<file path="config.mk">
export PLATFORM = sky130hd
export DESIGN_NAME = can_id_mask_filter_table
export DESIGN_NICKNAME = d
export VERILOG_FILES = /design/src/hdl/cimft_pkg.sv /design/src/hdl/cimft_entry_ram.sv /design/src/hdl/can_id_mask_filter_table.sv
export VERILOG_INCLUDE_DIRS = /design/src /design/src/hdl
export SDC_FILE = /design/constraint.sdc
export NUM_CORES = 1
export LEC_CHECK = 0
export BUFFER_PORTS_ARGS = -buffer_cell sky130_fd_sc_hd__buf_4
export CAP_MARGIN = 20
export CORE_UTILIZATION = 35
export CTS_CLUSTER_DIAMETER = 120
export DETAILED_ROUTE_END_ITERATION = 7
export GPL_ROUTABILITY_DRIVEN = 1
export PLACE_DENSITY = 0.62
export SLEW_MARGIN = 0
export SYNTH_ARGS = -nofsm -noshare
export SYNTH_HDL_FRONTEND = slang
export SYNTH_SLANG_ARGS = --single-unit
</file>
<file path="constraint.sdc">
create_clock -name clock -period 3.6 [get_ports clock]
set_input_delay 0 -clock clock [delete_from_list [all_inputs] [get_ports clock]]
set_output_delay 0 -clock clock [all_outputs]
set_load 0.1 [all_outputs]
</file>
<file path="src/hdl/can_id_mask_filter_table_assert.svh">
// assertion macros for the can id mask filter table
// used by the top level; expects signals named clock and reset in scope
`ifndef CAN_ID_MASK_FILTER_TABLE_ASSERT_SVH
`define CAN_ID_MASK_FILTER_TABLE_ASSERT_SVH

// same-cycle implication, off during reset
`define CIMFT_ASSERT_IMP(label, pre, post) \
   label: assert property (@(posedge clock) disable iff (reset) (pre) |-> (post)) \
      else $error("cimft: same-cycle check failed");

// next-cycle implication, off during reset
`define CIMFT_ASSERT_NXT(label, pre, post) \
   label: assert property (@(posedge clock) disable iff (reset) (pre) |=> (post)) \
      else $error("cimft: next-cycle check failed");

`endif

</file>
<file path="src/hdl/cimft_pkg.sv">
// shared types and codes of the can id mask filter table
// no dependencies
package cimft_pkg;

   localparam int ID_W     = 29;
   localparam int HD_W     = 8;
   localparam int SLOT_W   = 6;
   localparam int STATUS_W = 3;
   localparam int OP_W     = 2;

   // opcodes of an input beat
   localparam logic [OP_W-1:0] OP_REG   = 2'd0;
   localparam logic [OP_W-1:0] OP_UNREG = 2'd1;
   localparam logic [OP_W-1:0] OP_MATCH = 2'd2;

   // result status codes
   localparam logic [STATUS_W-1:0] STATUS_OK          = 3'd0;
   localparam logic [STATUS_W-1:0] STATUS_NOT_ENABLED = 3'd1;
   localparam logic [STATUS_W-1:0] STATUS_BAD_HANDLER = 3'd2;
   localparam logic [STATUS_W-1:0] STATUS_TABLE_FULL  = 3'd3;
   localparam logic [STATUS_W-1:0] STATUS_NOT_FOUND   = 3'd4;

   // one stored filter
   typedef struct packed {
      logic [ID_W-1:0] id;
      logic [ID_W-1:0] mask;
      logic [HD_W-1:0] handler;
   } entry_type;

   // one result beat
   typedef struct packed {
      logic                last;
      logic [SLOT_W-1:0]   slot;
      logic [HD_W-1:0]     hit_handler;
      logic                hit;
      logic [STATUS_W-1:0] status;
   } rsp_type;

endpackage

</file>
<file path="src/hdl/cimft_entry_ram.sv">
// filter entry store: one write port, one registered read port
// depends on cimft_pkg for the entry type
module cimft_entry_ram
   import cimft_pkg::*;
#(
   parameter  int SLOTS = 10,
   localparam int IDX_W = (SLOTS > 1) ? $clog2(SLOTS) : 1
) (
   input  logic                  clock,
   input  logic                  wr_en,
   input  logic [IDX_W-1:0]      wr_addr,
   input  entry_type             wr_data,
   input  logic [IDX_W-1:0]      rd_addr,
   output entry_type             rd_data
);
   entry_type mem [SLOTS];
   entry_type rd_data_ff;

   // write port
   always_ff @(posedge clock) begin
      if (wr_en) begin
         mem[wr_addr] <= wr_data;
      end
   end

   // read port, registered
   always_ff @(posedge clock) begin
      rd_data_ff <= mem[rd_addr];
   end

   assign rd_data = rd_data_ff;

endmodule

</file>
<file path="src/hdl/can_id_mask_filter_table.sv">
// top level of the can id mask filter table
// depends on cimft_pkg, cimft_entry_ram and can_id_mask_filter_table_assert.svh
//
// Table of SLOTS CAN acceptance filters (id, mask, handler tag) held in a
// single-port-read entry RAM, with per-slot valid bits in flip-flops that reset
// clears. A register beat writes the lowest free slot found from the valid bits
// and passes through an accept and a result step, as does any refused register
// or unregister. Unregister and match scan the RAM slot by slot (read address,
// then compare on the registered data); an unregister stops after the slot that
// hits. Every beat waits while the response register is full. A match gives one
// beat per hit in slot order with tlast on the final one, or a single no-hit
// beat. The enable register sits at byte address 0 of the csr port.
`include "can_id_mask_filter_table_assert.svh"

module can_id_mask_filter_table
   import cimft_pkg::*;
#(
   parameter int SLOTS = 10
) (
   input  logic        clock,
   input  logic        reset,
   // csr port
   input  logic        csr_psel,
   input  logic        csr_penable,
   input  logic        csr_pwrite,
   input  logic [2:0]  csr_paddr,
   input  logic [31:0] csr_pwdata,
   output logic [31:0] csr_prdata,
   output logic        csr_pready,
   // request beats; tdata: frame_id[28:0], id_mask[57:29], handler[65:58],
   // zero fill[71:66]; tuser: opcode[1:0]
   input  logic        req_tvalid,
   output logic        req_tready,
   input  logic [71:0] req_tdata,
   input  logic [1:0]  req_tuser,
   // response beats; tdata: status[2:0], hit_handler[10:3], slot[16:11],
   // zero fill[23:17]; tuser: hit
   output logic        rsp_tvalid,
   input  logic        rsp_tready,
   output logic [23:0] rsp_tdata,
   output logic        rsp_tuser,
   output logic        rsp_tlast
);
   localparam int IDX_W = (SLOTS > 1) ? $clog2(SLOTS) : 1;
   localparam logic [IDX_W-1:0] LAST_IDX = IDX_W'(SLOTS - 1);

   // sequencer states
   localparam logic [1:0] ST_IDLE   = 2'd0;
   localparam logic [1:0] ST_READ   = 2'd1;
   localparam logic [1:0] ST_TEST   = 2'd2;
   localparam logic [1:0] ST_FINISH = 2'd3;

   logic [1:0]       state_ff, state_in;
   logic [OP_W-1:0]  op_ff, op_in;
   logic [ID_W-1:0]  id_ff, id_in;
   logic [HD_W-1:0]  hd_ff, hd_in;
   logic [IDX_W-1:0] idx_ff, idx_in;
   logic [SLOTS-1:0] valid_ff, valid_in;
   logic             enabled_ff;
   logic             pend_ff, pend_in;
   logic [IDX_W-1:0] pend_slot_ff, pend_slot_in;
   logic [HD_W-1:0]  pend_hd_ff, pend_hd_in;
   rsp_type          res_ff, res_in;
   logic             rsp_valid_ff, rsp_valid_in;
   rsp_type          rsp_ff, rsp_in;

   logic             req_fire;
   logic             out_free;
   logic [OP_W-1:0]  req_op;
   logic [ID_W-1:0]  req_id;
   logic [ID_W-1:0]  req_mask;
   logic [HD_W-1:0]  req_hd;
   logic             free_found;
   logic [IDX_W-1:0] free_idx;
   logic             wr_en;
   entry_type        wr_data;
   entry_type        rd_data;
   logic             match_hit;
   logic             unreg_hit;
   logic             unreg_done;
   logic             csr_write;

   // request fields
   assign req_op   = req_tuser;
   assign req_id   = req_tdata[28:0];
   assign req_mask = req_tdata[57:29];
   assign req_hd   = req_tdata[65:58];

   assign req_tready = (state_ff == ST_IDLE);
   assign req_fire   = req_tvalid & req_tready;
   assign out_free   = ~rsp_valid_ff | rsp_tready;

   // csr access
   assign csr_pready = 1'b1;
   assign csr_write  = csr_psel & csr_penable & csr_pwrite & csr_pready;
   assign csr_prdata = csr_paddr[2] ? 32'd0 : {31'd0, enabled_ff};

   always_ff @(posedge clock) begin
      if (reset) begin
         enabled_ff <= 1'b0;
      end else if (csr_write && !csr_paddr[2]) begin
         enabled_ff <= csr_pwdata[0];
      end
   end

   // lowest free slot
   always_comb begin
      free_found = 1'b0;
      free_idx   = '0;
      for (int i = SLOTS - 1; i >= 0; i--) begin
         if (!valid_ff[i]) begin
            free_found = 1'b1;
            free_idx   = IDX_W'(i);
         end
      end
   end

   // entry store
   assign wr_en = req_fire && (req_op == OP_REG) && enabled_ff && (req_hd != '0) &&
                  free_found;
   assign wr_data = '{id: req_id, mask: req_mask, handler: req_hd};

   cimft_entry_ram #(
      .SLOTS(SLOTS)
   ) u_ram (
      .clock   (clock),
      .wr_en   (wr_en),
      .wr_addr (free_idx),
      .wr_data (wr_data),
      .rd_addr (idx_ff),
      .rd_data (rd_data)
   );

   // compares on the entry read back
   assign match_hit = valid_ff[idx_ff] &&
                      ((id_ff & rd_data.mask) == (rd_data.id & rd_data.mask));
   assign unreg_hit = valid_ff[idx_ff] && (rd_data.id == id_ff) &&
                      (rd_data.handler == hd_ff);
   assign unreg_done = (state_ff == ST_TEST) && (op_ff == OP_UNREG) && unreg_hit;

   // sequencer
   always_comb begin
      state_in     = state_ff;
      op_in        = op_ff;
      id_in        = id_ff;
      hd_in        = hd_ff;
      idx_in       = idx_ff;
      valid_in     = valid_ff;
      pend_in      = pend_ff;
      pend_slot_in = pend_slot_ff;
      pend_hd_in   = pend_hd_ff;
      res_in       = res_ff;
      rsp_valid_in = rsp_valid_ff & ~rsp_tready;
      rsp_in       = rsp_ff;

      unique case (state_ff)
         ST_IDLE: begin
            if (req_fire) begin
               op_in  = req_op;
               id_in  = req_id;
               hd_in  = req_hd;
               idx_in = '0;
               res_in = '{last: 1'b1, default: '0};
               if ((req_op == OP_REG) || (req_op == OP_UNREG)) begin
                  state_in = ST_FINISH;
                  if (!enabled_ff) begin
                     res_in.status = STATUS_NOT_ENABLED;
                  end else if (req_hd == '0) begin
                     res_in.status = STATUS_BAD_HANDLER;
                  end else if (req_op == OP_UNREG) begin
                     state_in = ST_READ;
                  end else if (free_found) begin
                     valid_in[free_idx] = 1'b1;
                     res_in.slot        = SLOT_W'(free_idx);
                  end else begin
                     res_in.status = STATUS_TABLE_FULL;
                  end
               end else if (req_op == OP_MATCH) begin
                  pend_in  = 1'b0;
                  state_in = ST_READ;
               end
            end
         end
         ST_READ: begin
            state_in = ST_TEST;
         end
         ST_TEST: begin
            if (op_ff == OP_UNREG) begin
               // first exact id and handler hit frees its slot
               if (unreg_hit) begin
                  valid_in[idx_ff] = 1'b0;
                  res_in   = '{last: 1'b1, slot: SLOT_W'(idx_ff), default: '0};
                  state_in = ST_FINISH;
               end else if (idx_ff == LAST_IDX) begin
                  res_in   = '{last: 1'b1, status: STATUS_NOT_FOUND, default: '0};
                  state_in = ST_FINISH;
               end else begin
                  idx_in   = idx_ff + 1'b1;
                  state_in = ST_READ;
               end
            end else if (!(match_hit && pend_ff && !out_free)) begin
               // a new hit pushes out the one held back
               if (match_hit) begin
                  if (pend_ff) begin
                     rsp_valid_in = 1'b1;
                     rsp_in = '{last: 1'b0, slot: SLOT_W'(pend_slot_ff),
                                hit_handler: pend_hd_ff, hit: 1'b1,
                                status: STATUS_OK};
                  end
                  pend_in      = 1'b1;
                  pend_slot_in = idx_ff;
                  pend_hd_in   = rd_data.handler;
               end
               if (idx_ff == LAST_IDX) begin
                  // a hit in the last slot, else the held hit or a no-hit, becomes the closing beat
                  priority if (match_hit) begin
                     res_in = '{last: 1'b1, slot: SLOT_W'(idx_ff),
                                hit_handler: rd_data.handler, hit: 1'b1,
                                status: STATUS_OK};
                  end else if (pend_ff) begin
                     res_in = '{last: 1'b1, slot: SLOT_W'(pend_slot_ff),
                                hit_handler: pend_hd_ff, hit: 1'b1,
                                status: STATUS_OK};
                  end else begin
                     res_in = '{last: 1'b1, default: '0};
                  end
                  pend_in  = 1'b0;
                  state_in = ST_FINISH;
               end else begin
                  idx_in   = idx_ff + 1'b1;
                  state_in = ST_READ;
               end
            end
         end
         ST_FINISH: begin
            if (out_free) begin
               rsp_valid_in = 1'b1;
               rsp_in       = res_ff;
               state_in     = ST_IDLE;
            end
         end
         default: begin
            state_in = ST_IDLE;
         end
      endcase
   end

   // control registers
   always_ff @(posedge clock) begin
      if (reset) begin
         state_ff     <= ST_IDLE;
         op_ff        <= OP_REG;
         idx_ff       <= '0;
         valid_ff     <= '0;
         pend_ff      <= 1'b0;
         rsp_valid_ff <= 1'b0;
      end else begin
         state_ff     <= state_in;
         op_ff        <= op_in;
         idx_ff       <= idx_in;
         valid_ff     <= valid_in;
         pend_ff      <= pend_in;
         rsp_valid_ff <= rsp_valid_in;
      end
   end

   // payload registers
   always_ff @(posedge clock) begin
      id_ff        <= id_in;
      hd_ff        <= hd_in;
      pend_slot_ff <= pend_slot_in;
      pend_hd_ff   <= pend_hd_in;
      res_ff       <= res_in;
      rsp_ff       <= rsp_in;
   end

   // response beat
   assign rsp_tvalid = rsp_valid_ff;
   assign rsp_tdata  = {7'd0, rsp_ff.slot, rsp_ff.hit_handler, rsp_ff.status};
   assign rsp_tuser  = rsp_ff.hit;
   assign rsp_tlast  = rsp_ff.last;

   // checks
   `CIMFT_ASSERT_IMP(a_idx_range, 1'b1, idx_ff <= LAST_IDX)
   `CIMFT_ASSERT_NXT(a_reg_sets_valid, wr_en, valid_ff[$past(free_idx)])
   `CIMFT_ASSERT_NXT(a_unreg_clears, unreg_done, !valid_ff[$past(idx_ff)])
   `CIMFT_ASSERT_IMP(a_pend_match_only, pend_ff, op_ff == OP_MATCH)
   `CIMFT_ASSERT_IMP(a_hit_is_ok, rsp_valid_ff && rsp_ff.hit, rsp_ff.status == STATUS_OK)

endmodule
</file>
==> results.json <==
{
  "peakVddDrop_mv": 0.3640,
  "p_total_uw": 21250,
  "final_nets": 2023,
  "clk_pin_slew_ns": 0.06,
  "hp-class": "in2reg",
  "place_inst": 2914,
  "cap_violations": 0,
  "setup_tns_ns": 0,
  "period_minus_slack_ns": 3.084,
  "h-tree-depth": 3,
  "area_growth_pct": 19.59,
  "syn_avg_cell_area_um2": 18.81,
  "cts_resized": 0,
  "cts_buffers": 86,
  "grt_overflow_total": 0,
  "slew_viol_final": 0,
  "max_freq_ghz": 0.3242,
  "path_max_fanout": 4,
  "worstSetupEndpointType": "flip-flop",
  "start_util_pct": 35.29,
  "cp.arrival_ns": 3.59,
  "worstPathRequired_ns": 4.11,
  "nFillCells": 7834,
  "dp_hpwl_um": 40180,
  "p_int_uw": 16780,
  "synth_flop_cell": "edfxtp_1",
  "cts_tree": "built",
  "die_area_um2": 91820,
  "vias": 16090,
  "rows": 110,
  "setup_viol": 0,
  "synthCells": 1686,
  "clkSinkCount": 829,
  "coreArea_um2": 89870,
  "cts_hold_buffers": 77,
  "utilization_pct": 42.20,
  "hp-start": "req_tdata[30]",
  "pwr-share-seq_pct": 50.0,
  "drtIter0Drc": 1265,
  "drt_pass1_iterations": 6,
  "hold_depth": 2,
  "die_x_um": 303.0,
  "cts_root_buf": "clkbuf_16",
  "r2r_end": "state_ff[0]",
  "globalplace.congestion": 0.8809,
  "vias_per_cell": 5.106,
  "clock_path_buffers": 3,
  "grt_pass1_wl_um": 104600,
  "r2r_slack_ns": 0.52,
  "fp.dieH_um": 303.0,
  "finalNonFillerCells": 3152,
  "ys_seq_area_share_pct": 75.75,
  "antenna_cells": 0,
  "grtUsageTotal_pct": 15.28,
  "drive_above_1_share_pct": 22.32,
  "outcome": "complete, no violations",
  "post-route-drc-count": 0,
  "leakagePower_uw": 0.01196,
  "antenna_found_initial": 4,
  "grt_max_degree": 138,
  "antenna_left": 0,
  "clock_power_share_pct": 45.1,
  "ys_ff_latch": 829,
  "swShare_pct": 21.03,
  "worst_pin_slew_ns": 0.9554,
  "post-cts-setup-buffers": 0,
  "clk_latency_ns": 0.64,
  "final.setup_skew_ns": 0.02811,
  "start_kind": "flip-flop",
  "grt_pass1_vias": 16480,
  "wl_um": 69600,
  "yosysWarnings": 0,
  "multi_input_area_um2": 7143,
  "synth_cell_types": 59,
  "power_density_nw_per_um2": 560.3,
  "min_to": "u_ram.mem[3][9]",
  "portBuffers": 96,
  "synth_edf_count": 742,
  "synth-async-reset-ratio_pct": 0,
  "rsz0062_at_grt": "false",
  "hold_viol_final": 0,
  "worstSetupPathType": "reg2reg",
  "fin_crit_sh_pct": 85.67,
  "slew_headroom_pct": 36.31,
  "seqCellArea_um2": 24040,
  "wl_per_cell_um": 22.08,
  "reg2reg_from": "id_ff[12]",
  "comb_power_share_pct": 4.9,
  "ff2ff_path_depth": 8,
  "p_sw_uw": 4469,
  "syn_area_um2": 31710,
  "ios": 177
}
-- power groups by stage --
stage,registers [µW],logic (µW),clock network (µW)
final,10600,1040,9590
after global routing,10600,1110,10200
after global placement,10800,951,0
after floorplan,10800,644,0
after CTS,10600,1050,9810
after detailed placement,10800,969,0
-- final cells by class --
cell class                      instances  area share [%]
Tap cell                             1176           3.880
Inverter                               20          0.2969
Clock inverter                         53           2.065
Multi-Input combinational cell        758           18.83
Timing Repair Buffer                  208           5.384
Sequential cell                       829           63.38
Clock buffer                          108           6.159
-- Yosys cell counts (4+ instances only) --
cell type,instances,area share (%)
nand3_1,11,0.17
xor2_1,37,1.0
a221o_1,4,0.13
buf_4,43,1.0
a211oi_1,68,1.6
nor4_1,21,0.41
buf_1,9,0.11
nand2_1,63,0.75
buf_2,19,0.30
nand4_1,14,0.28
mux4_2,132,9.4
a22oi_1,11,0.26
clkbuf_1,47,0.56
nand2b_1,5,0.099
dfxtp_1,87,5.5
inv_1,20,0.24
mux2i_1,72,2.3
nor2b_1,73,1.4
mux2_2,12,0.43
ha_1,4,0.16
o31ai_1,7,0.17
and2_1,6,0.12
and3_1,5,0.099
a21oi_1,87,1.4
a32o_1,5,0.16
o21ai_0,7,0.11
edfxtp_1,742,70
nor3_1,12,0.19
nor2_1,18,0.21
-- critical path: stages, from the launching register on --
cell and delay, ns:
edfxtp_1 0.37, xor2_1 0.28, a222oi_1 0.36, nand4_1 0.35, nor3_1 0.45, nand3_1 0.31, a22oi_1 0.23, nor2_1 0.05
dlygate4sd3_1 0.55
-- logic make-up (layout without fill, tap and decap cells) --
| group | count (synthesis) | in the layout | share of synthesized area (%) |
|---|---|---|---|
| AOI/OAI and AO/OA | 208 | 208 | 4.332 |
| adders and majority gates | 4 | 4 | 0.1578 |
| xor gates and xnor gates | 37 | 37 | 1.022 |
| DFF | 829 | 829 | 75.75 |
| buffers and inverters | 138 | 389 | 2.217 |
| and+or+nand+nor | 251 | 251 | 4.387 |
| muxes | 217 | 217 | 12.11 |
| other | 2 | 41 | 0.02368 |
-- flip-flops by register name, indices dropped and copies added, names as in the netlist --
signal / flops
u_ram.mem: 660
u_ram.rd_data: 66
id_ff: 29
res_ff: 16
rsp_tdata: 15
valid_ff: 10
hd_ff: 8
pend_hd_ff: 8
idx_ff: 4
pend_slot_ff: 4
op_ff: 2
state_ff: 2
enabled_ff: 1
pend_ff: 1
rsp_tlast: 1
rsp_tuser: 1
rsp_tvalid: 1
-- worst max path at each step --
| stage | from | end | slack (ns) | cells after the start |
|---|---|---|---|---|
| after floorplan | state_ff[0] | u_ram.mem[9][0] | 0.21 | 8 |
| after global placement | req_tdata[63] | u_ram.mem[3][8] | 0.73 | 8 |
| after detailed placement | req_tdata[63] | u_ram.mem[2][12] | 0.67 | 8 |
| after CTS | id_ff[7] | state_ff[0] | 0.62 | 8 |
| after global routing | id_ff[26] | state_ff[0] | 0.43 | 8 |
| final | id_ff[12] | state_ff[0] | 0.52 | 8 |
-- through the flow --
step,hold WS (ns),cell area (µm²),setup WS (ns)
after floorplan,0.09887,31900,0.2117
after global placement,0.2448,34040,0.7348
after detailed placement,0.2415,34040,0.6680
after CTS,0.1237,37930,0.6231
after global routing,0.1409,37930,0.4288
final,0.1525,37930,0.5157
-- cell usage in the layout, fill, tap and decap left out, types with 5 or more instances in the layout --
cell	synthesis	routed
nor2b_1	73	72
xor2_1	37	37
clkbuf_1	47	13
clkinv_2	0	11
dfxtp_1	87	83
conb_1	2	41
mux2_2	12	12
clkbuf_8	0	8
clkbuf_16	0	87
buf_4	43	108
nor2_1	18	17
edfxtp_1	742	742
clkinvlp_4	0	18
and3_1	5	5
nand4_1	14	14
and2_1	6	6
dlygate4sd3_1	0	77
buf_12	0	23
a211oi_1	68	68
mux2i_1	72	72
o31ai_1	7	7
clkinv_1	0	10
a32o_1	5	5
mux4_2	132	132
nand2b_1	5	5
nand2_1	63	63
o21ai_0	7	7
a21oi_1	87	87
nor4_1	21	21
nor3_1	12	11
nand3_1	11	11
inv_1	20	9
bufinv_16	0	17
a22oi_1	11	11
-- metal layers --
layer	vias up	global-route usage (%)	wire length [µm]
met5	-	0	21
met4	4	4.283	1535
met3	124	2.943	3776
met2	549	25.15	34230
met1	8284	20.63	30040
li1	7133	-	-
(Power assumes the default switching activity.)
